## config.mk

```make
export PLATFORM = sky130hd
export DESIGN_NAME = vdt_ctrl
export DESIGN_NICKNAME = d
export VERILOG_FILES = /design/src/hdl/vdt_pkg.sv /design/src/hdl/vdt_ctrl.sv
export SDC_FILE = /design/constraint.sdc
export NUM_CORES = 1
export LEC_CHECK = 0
export BUFFER_PORTS_ARGS = -buffer_cell sky130_fd_sc_hd__buf_2
export CAP_MARGIN = 30
export CORE_AREA = 2 2 39 41
export CTS_CLUSTER_DIAMETER = 150
export DETAILED_ROUTE_END_ITERATION = 10
export DIE_AREA = 0 0 41 43
export GPL_ROUTABILITY_DRIVEN = 0
export SLEW_MARGIN = 30
export SYNTH_ARGS = -nofsm -noshare
export SYNTH_HDL_FRONTEND = slang
export SYNTH_SLANG_ARGS = --single-unit
```

## constraint.sdc

```tcl
create_clock -name clock -period 1.1 [get_ports clock]
set_input_delay 0.11 -clock clock [delete_from_list [all_inputs] [get_ports clock]]
set_output_delay 0.11 -clock clock [all_outputs]
set_load 0.01 [all_outputs]
```

## src/hdl/vdt_pkg.sv

```systemverilog
// shared types for the vertex deduplication table
`default_nettype none

package vdt_pkg;

   localparam int COORD_W = 32;
   localparam int INDEX_W = 8;

   localparam logic OP_INSERT = 1'b0;
   localparam logic OP_CLEAR  = 1'b1;

   typedef struct packed {
      logic                      opcode;
      logic signed [COORD_W-1:0] point_x;
      logic signed [COORD_W-1:0] point_y;
      logic signed [COORD_W-1:0] point_z;
   } vdt_req_type;

   typedef struct packed {
      logic [INDEX_W-1:0]        vertex_index;
      logic                      found_existing;
      logic                      table_full;
      logic signed [COORD_W-1:0] box_min_x;
      logic signed [COORD_W-1:0] box_min_y;
      logic signed [COORD_W-1:0] box_min_z;
      logic signed [COORD_W-1:0] box_max_x;
      logic signed [COORD_W-1:0] box_max_y;
      logic signed [COORD_W-1:0] box_max_z;
   } vdt_rsp_type;

   typedef struct packed {
      logic load;
      logic scan_run;
      logic reply_hit;
      logic reply_full;
      logic append;
      logic clear;
   } vdt_cmd_type;

   typedef struct packed {
      logic clear_req;
      logic hit;
      logic miss_done;
      logic full;
   } vdt_status_type;

endpackage

`default_nettype wire

```

## src/hdl/vdt_ctrl.sv

```systemverilog
// controller state machine for the vertex deduplication table
`default_nettype none

module vdt_ctrl (
   input  wire logic                    clock,
   input  wire logic                    reset,
   input  wire logic                    start,
   output logic                         busy,
   input  wire vdt_pkg::vdt_status_type status,
   output vdt_pkg::vdt_cmd_type         cmd
);

   typedef enum logic [1:0] {
      ST_IDLE = 2'b01,
      ST_SCAN = 2'b10
   } state_type;

   state_type state_ff, state_in;

   always_comb begin
      state_in = state_ff;
      cmd      = '0;
      unique case (state_ff)
         ST_IDLE: begin
            if (start) begin
               if (status.clear_req) begin
                  cmd.clear = 1'b1;
               end else begin
                  cmd.load = 1'b1;
                  state_in = ST_SCAN;
               end
            end
         end
         ST_SCAN: begin
            cmd.scan_run = 1'b1;
            if (status.hit) begin
               cmd.reply_hit = 1'b1;
               state_in      = ST_IDLE;
            end else if (status.miss_done) begin
               // no match anywhere: store the point unless there is no room
               if (status.full) begin
                  cmd.reply_full = 1'b1;
               end else begin
                  cmd.append = 1'b1;
               end
               state_in = ST_IDLE;
            end
         end
         default: begin
            state_in = ST_IDLE;
         end
      endcase
   end

   always_ff @(posedge clock) begin
      if (reset) begin
         state_ff <= ST_IDLE;
      end else begin
         state_ff <= state_in;
      end
   end

   assign busy = (state_ff != ST_IDLE);

endmodule

`default_nettype wire

```

; Word-level counts from Yosys, hierarchy flattened
; Index checks and enable logic that the tools add are counted.
; W data, S select, Z words.
[totals]
wordCells = 25
ff_bits = 2
mem_count = 0
inputBits = 7
mem_bits_rw = 0
mem_bits_ro = 0
latchBits = 0
[classes]
n_mul = 0
div = 0
magnitude_cmp = 0
add_sub_neg = 0
n_reduce_logical = 1
n_mux = 17
n_shift = 0
bitwise = 0
n_eq_ne = 6
[op_table]
columns = cell, count
row1 = $mux W2, 6
row2 = $mux W1, 9
row3 = $mux W4, 1
row4 = $ne A2 B2 Y1 const B, 2
row5 = $pmux W2 S2, 1
row6 = $ne A3 B3 Y1 const B, 1
row7 = $reduce_and A3 Y1, 1
row8 = $eq A2 B1 Y1 const B, 1
row9 = $eq A2 B2 Y1 const B, 1
row10 = $ne A2 B1 Y1 const B, 1

; Depth between registers and ports, before layout
; Gate-level depths: netlist of the first run.
[logic_depth]
word_depth = 4
mapped_depth = 2
mapped_depth_nobuf = 2

; Worst setup path before layout of the first run
; Ideal clock, no wire load.
[synth_timing]
kind = register to output
start = reg state_ff[0]
end = out cmd[1] (netlist bit)
path_stages_with_launch = 3
required_time_ps = 990
path_slack_ps = 176
arrival_ps = 814
path_buffers = 0
cell_sequence = dfxtp_1 and2b_2 and4bb_2
[synth_rtl]
columns = element, line
row1 = "start, declared", vdt_ctrl.sv:18  ; state_type state_ff, state_in;
row2 = "start signal, assigned", vdt_ctrl.sv:59  ; state_ff <= state_in;
row3 = "end, declared", vdt_ctrl.sv:10  ; output vdt_pkg::vdt_cmd_type cmd

==> summary.txt, run 1 <==
Die
  • Die width: 41 um
  • Initial Util: around a tenth
  • IO Pins: 14
  • Die area: about 0.0018 mm^2
  • Die Ht: roughly 43 um
  • Rows: 14
  • Core ar.: between 0.001 and 0.0015 mm^2

Logic synthesis
  • Syn Inst Count: 13
  • Yosys top cell by area: dfxtp_1
  • Yosys warning total: 0
  • Ranking of synthesized cells by area: dfxtp_1 (30%), and4bb_2 (19%), and4b_1 (7.6%)
  • Share of the synthesized area in the top cell type: a little under a third
  • Sequential element share of the synthesized area: a little under a third
  • Mapped Avg Cell Area: about 10 um^2
  • Flops & latches, synth: 2
  • Yosys cell types: 11
  • Syn nets: 20
  • Cell area after synthesis: ~130 um^2

Layout
  • Fill count: 157
  • Antenna cells: 0
  • Most common cell after layout, fill and taps aside: buf_2
  • Largest Register: state_ff
  • Final Core Density: about a fifth
  • Register area: roughly 41 um^2
  • Layout cells sized above 1: roughly three quarters
  • Fin nets: 40
  • Max reg flops: 2
  • Commonest cells after routing, fill and taps aside: buf_2 (11), clkbuf_4 (3), buf_6 (3)
  • Footprint of the multi-input gates: 91.3 um^2
  • Regs by FF count: state_ff x2
  • Layout area overhead: 107%

Global route
  • Tot GR Track Use: 5.00%
  • GRT Residual Overflow: 0
  • Vias in the first global route: about 150
  • First-pass GRT wire length: roughly 500 um
  • Largest net degree at the start of global routing: 5
  • Initial antenna violation count: 0

Route
  • Wire per inst: 7.83 um
  • DR DRC count: 0
  • Drt initial violations: 0
  • Final WL: roughly 370 um
  • Post-DRT Antenna Nets: 0
  • First-pass DRT Iterations: 1
  • Vias/cell: roughly 3.7
  • Routed vias: about 180

CTS
  • TritonCTS Buffers: 3
  • Max clock buf depth: 2
  • CTS Sinks: 2
  • CTS tree: yes
  • Number of H-tree levels: 1
  • Root Buffer: clkbuf_4
  • Clk pin slew, worst setup/hold paths: roughly 30 ps
  • Clock Latency Late Sink: around 230 ps
  • Hold Buf Count CTS: 0

STA
  • Worst-Margin Slew: 359 ps
  • Smallest hold slack: between 90 and 100 ps
  • RSZ-0062 raised after global routing: true
  • Min Clock Period, post-route: around 1200 ps
  • Final setup margin: -126 ps
  • Clock skew: ~2 ps
  • Setup Viol. Count Final: 5
  • Max_slew headroom: about three quarters
  • Fmax: about 820 MHz
  • Final Hold Vio Count: 0
  • Final period util: 111%
  • Max-slew violation count: 0

Worst hold path
  • Hold Path End: state_ff[0]
  • Hold WC Path Type: input port to register
  • Worst hold path stage count: 2
  • Hold_sp: reset

Setup path
  • Worst Setup Path Type: register to output port
  • Crit path cell chain: and2b_2 > and4bb_2 > buf_6
  • Worst path slowest cell: dfxtp_2
  • Arr. time, crit path: around 1100 ps
  • CP Launch Point: state_ff[0]
  • Reg2Reg Depth: 4
  • Crit. End Element: output port
  • Worst reg2reg path endpoint: state_ff[1]
  • Crit start category: register
  • R2R Path Start: state_ff[0]
  • Crit path largest cell delay: ~320 ps
  • Critical path peak fanout: 4
  • Reg2Reg Setup Slack: around 20 ps
  • Req. time, crit path: 990 ps

Placement
  • PortBufs: 13
  • Pre-CTS setup slack: 61.8 ps

Run
  • Count of max-cap constraint violations: 0

Run status
  • Status: finished with violations
  • Violated checks: setup timing

Power and ir drop
  • Max IR drop VDD: 0.000257 V
  • Pwr dens: between 1000 and 1500 mW/mm^2
  • Static Leakage: ~0.15 nW
layout make-up:
class                           instances  share of cell area (%)
Tap cell                               16                    7.37
Sequential cell                         2                    15.2
Multi-Input combinational cell         11                    33.6
Clock buffer                            3                    8.29
Timing Repair Buffer                   15                    35.5
worst max-delay path: cells and delay by family (launching register included):
family	cells	cell delay, ps
AND/OR/NAND/NOR	2	460
buffers and inverters	1	120
flip-flops	1	320
synth_stat cells:
cell / instances
and4bb_2: 2
dfxtp_1: 2
and2_1: 1
and2b_2: 1
and4b_1: 1
nand2_1: 1
nor2_1: 1
nor4b_1: 1
o21ba_2: 1
o21bai_1: 1
or2b_1: 1
through the flow:
| step | TNS (ps) | std cells | total power, mW | instance area, um^2 |
|---|---|---|---|---|
| 2_1_floorplan | 0 | 13 | 0.0975 | 131 |
| 3_3_place_gp | 0 | 42 | 0.119 | 216 |
| 3_5_place_dp | 0 | 42 | 0.120 | 216 |
| 4_1_cts | -295 | 47 | 0.302 | 268 |
| 5_1_grt | -489 | 47 | 0.311 | 272 |
| 6_report | -262 | 47 | 0.294 | 272 |
kinds of logic (layout without fill, tap and decap cells):
group / after synthesis / after routing / synth area share, %
buf+inv: 0 / 18 / 0
simple gates: 9 / 9 / 56.2
flops: 2 / 2 / 30.5
compound gates: 2 / 2 / 13.3
what timing repair did:
action,4_1_cts,5_1_grt
setup buffers,2,0
pin swaps,3,0
setup endpoints to repair,5,7
gates resized for setup,3,1
metal layers:
metal / routed length [um] / GRT usage, % / vias up
li1: - / - / 87
met1: 122 / 1.90 / 76
met2: 199 / 8.13 / 10
met3: 27 / 1.57 / 2
met4: 19 / 10.0 / 0
met5: 0 / 0 / -
power breakdown:
group	internal (mW)	switching [mW]	total, mW	leakage [nW]
Combinational	0.0308	0.0194	0.0502	0.116
Sequential	0.0766	0.00193	0.0786	0.0160
Clock	0.121	0.0445	0.165	0.0138
how the worst max path moves through the flow:
| stage | end | slack [ps] | cells after the start |
|---|---|---|---|
| 6_report | cmd[1] | -130 | 3 |
| 5_1_grt | cmd[1] | -160 | 3 |
| 4_1_cts | cmd[1] | -130 | 3 |
| 3_5_place_dp | cmd[1] | 60 | 3 |
| 3_3_place_gp | cmd[1] | 70 | 3 |
| 2_1_floorplan | cmd[1] | 180 | 2 |
Power figures use the tool's default switching activity.
==> run 2: changes to the inputs <==
--- a/config.mk
+++ b/config.mk
@@ -5,14 +5,16 @@
 export SDC_FILE = /design/constraint.sdc
 export NUM_CORES = 1
 export LEC_CHECK = 0
+export ABC_AREA = 1
 export BUFFER_PORTS_ARGS = -buffer_cell sky130_fd_sc_hd__buf_2
 export CAP_MARGIN = 30
 export CORE_AREA = 2 2 39 41
+export CTS_BUF_LIST = sky130_fd_sc_hd__clkbuf_8
 export CTS_CLUSTER_DIAMETER = 150
 export DETAILED_ROUTE_END_ITERATION = 10
 export DIE_AREA = 0 0 41 43
 export GPL_ROUTABILITY_DRIVEN = 0
-export SLEW_MARGIN = 30
+export SLEW_MARGIN = 20
 export SYNTH_ARGS = -nofsm -noshare
 export SYNTH_HDL_FRONTEND = slang
 export SYNTH_SLANG_ARGS = --single-unit
==> run 2 against run 1 <==
  * The flow now finishes without violations
  * Critical path type unchanged
  * Final cell count increased by 26%
  * Via count increased by 18%
  * Register-to-register slack improved by 210 ps
  * First-iteration DRC count is 3 higher
  * Combinational power is 1% lower
  * Largest power group unchanged
  * Fmax grew 13%
  * Area after synthesis rose by 19%
  * Critical endpoint is now cmd[2]
  * Routed wire length up 13%
  * Sequential cell count unchanged
  * Final area rose by 8.8%
  * Sequential power rose by 2%
==> summary.txt, run 2 <==
Global route
  • GRT Residual Overflow: 0
  • Vias in the first global route: between 200 and 250
  • Largest net degree at the start of global routing: 4
  • Initial antenna violation count: 0
  • First-pass GRT wire length: 752 um
  • Tot GR Track Use: 6.71%

Layout
  • Antenna cells: 0
  • Fin nets: 52
  • Largest Register: state_ff
  • Max reg flops: 2
  • Layout area overhead: 88.8%
  • Layout cells sized above 1: between 60% and 70%
  • Commonest cells after routing, fill and taps aside: buf_2 (13), inv_1 (5), nand2_1 (5)
  • Most common cell after layout, fill and taps aside: buf_2
  • Regs by FF count: state_ff x2

Logic synthesis
  • Post-synth top cells: inv_1 (8), nand2_1 (5), nor2_1 (5)
  • Flops & latches, synth: 2
  • Sequential element share of the synthesized area: roughly 26%
  • Cell area after synthesis: 156 um^2
  • Most common cell in the synthesized netlist: inv_1
  • Ys flop type: dfxtp_1
  • Number of flops mapped to enable cells by yosys: 0
  • Yosys warning total: 0
  • Ys async rst share: 0%
  • Ranking of synthesized cells by area: dfxtp_1 (26%), inv_1 (19%), nand2_1 (12%)
  • Mapped Avg Cell Area: 6.02 um^2
  • Share of the synthesized area in the top cell type: approximately 26%
  • Syn Inst Count: 26
  • Yosys cell types: 9
  • Syn nets: 33
  • Yosys top cell by area: dfxtp_1

STA
  • Final Hold Vio Count: 0
  • Clock skew: 2.50 ps
  • RSZ-0062 raised after global routing: true
  • Worst-Margin Slew: 128 ps
  • Min Clock Period, post-route: about 1100 ps
  • Smallest hold slack: between 60 and 70 ps
  • Final period util: between 90 and 100%
  • Max_slew headroom: between 90% and 100%
  • Fmax: 921 MHz
  • Setup Viol. Count Final: 0
  • Max-slew violation count: 0
  • Setup TNS: 0 ps

Route
  • Final WL: ~420 um
  • Post-DRT Antenna Nets: 0
  • Wire per inst: approximately 7.1 um
  • First-pass DRT Iterations: 4
  • Vias/cell: roughly 3.5
  • DR DRC count: 0
  • Routed vias: approximately 210
  • Drt initial violations: 3

Setup path
  • Top Family by Delay on Critical Path: flip-flops
  • Worst path slowest cell: dfxtp_2
  • Arr. time, crit path: around 1000 ps
  • Crit path largest cell delay: between 300 and 400 ps
  • Reg2Reg Setup Slack: around 230 ps
  • Crit. End Element: output port
  • Critical path depth: 5
  • Crit start category: register
  • Reg2Reg Depth: 6
  • Worst Setup Path Type: register to output port
  • Critical path peak fanout: 3
  • WP buf/inv: 2
  • Req. time, crit path: approximately 1000 ps
  • Crit path cell chain: inv_2 > nor2_4 > nand2_1 > nor2_2 > buf_2

Die
  • Die width: around 40 um
  • Initial Util: 11.3%
  • Rows: 14
  • Die area: ~0.0018 mm^2
  • Die Ht: 43 um
  • IO Pins: 14
  • Core ar.: 0.00138 mm^2

CTS
  • Max clock buf depth: 2
  • CTS Sinks: 2
  • Clk pin slew, worst setup/hold paths: about 30 ps
  • Root Buffer: clkbuf_8
  • Number of H-tree levels: 1
  • TritonCTS Buffers: 3
  • CTS tree: yes
  • Clock Latency Late Sink: between 200 and 250 ps

Power and ir drop
  • Max IR drop VDD: between 0.0006 and 0.0007 V
  • Pwr dens: ~1400 mW/mm^2
  • Static Leakage: 0.175 nW

Placement
  • Post-DP HPWL: between 300 and 400 um
  • PortBufs: 13

Worst hold path
  • Worst hold path stage count: 2
  • Hold WC Path Type: input port to register

Run status
  • Status: complete, no violations

Run
  • Count of max-cap constraint violations: 0
[run 2: cell count changes after synthesis, moves of 2 or more]
cell      delta
inv_1        +8
nand2_1      +4
nor2_1       +4
and4bb_2     -2
nand2_2      +2
[run 2: path summary, 6_finish.rpt]
check | from | endpoint
worst max-delay path | state_ff[1] | cmd[2]
worst min-delay path | reset | state_ff[1]
worst max register to register | state_ff[1] | state_ff[0]
worst min register to register | state_ff[1] | state_ff[1]
[run 2: area by class of cell]
| cell class | count | area (um^2) |
|---|---|---|
| well taps | 16 | 20.0 |
| repair buffers | 14 | 72.6 |
| clock buffers | 3 | 41.3 |
| flip-flops and latches | 2 | 42.5 |
| multi-input cells | 16 | 88.8 |
| fillers | 159 | 1090 |
| inverters | 8 | 30.0 |
[run 2: cells by family after synthesis]
kind of cell | Yosys count | share of synthesized area (%)
simple gates | 15 | 49.6
compound gates | 1 | 5.60
buf+inv | 8 | 19.2
flops | 2 | 25.6
[run 2: worst reg2reg max path, cell delays in order, from the launching register on]
cell     delay, ps
dfxtp_2        330
inv_2           40
nor2_4         110
buf_4          130
nand2_2         50
nand2_1         60
nand2_1         40
[run 2: power breakdown]
part	total (mW)	internal, mW	leakage, nW	switching [mW]
registers	0.0801	0.0771	0.0164	0.00303
clock network	0.289	0.231	0.0216	0.0574
logic	0.0496	0.0215	0.137	0.0281
total	0.419	0.330	0.175	0.0886
[run 2: repair_timing]
action,CTS,global route
pin swaps,1,2
resized for setup,4,2
hold buffers,0,0
setup buffers,1,0
setup endpoints to repair,5,6
[run 2: stage by stage]
step	cells	worst slack, ps	util, %	cell area (um^2)	power (mW)
floorplan	26	221	-	156	0.105
global placement	55	177	17.5	241	0.127
detailed placement	55	155	17.5	241	0.129
CTS	59	-12.0	21.2	293	0.427
global route	59	-74.6	21.3	295	0.446
finish	59	13.7	21.3	295	0.419
[run 2: routing by layer]
metal / track usage, % / part of all wire (%) / vias up
met5: 0 / 0 / -
met4: 8.00 / 0 / 0
met3: 1.57 / 6.5 / 0
met2: 9.38 / 54 / 11
met1: 7.01 / 39 / 89
li1: - / - / 106
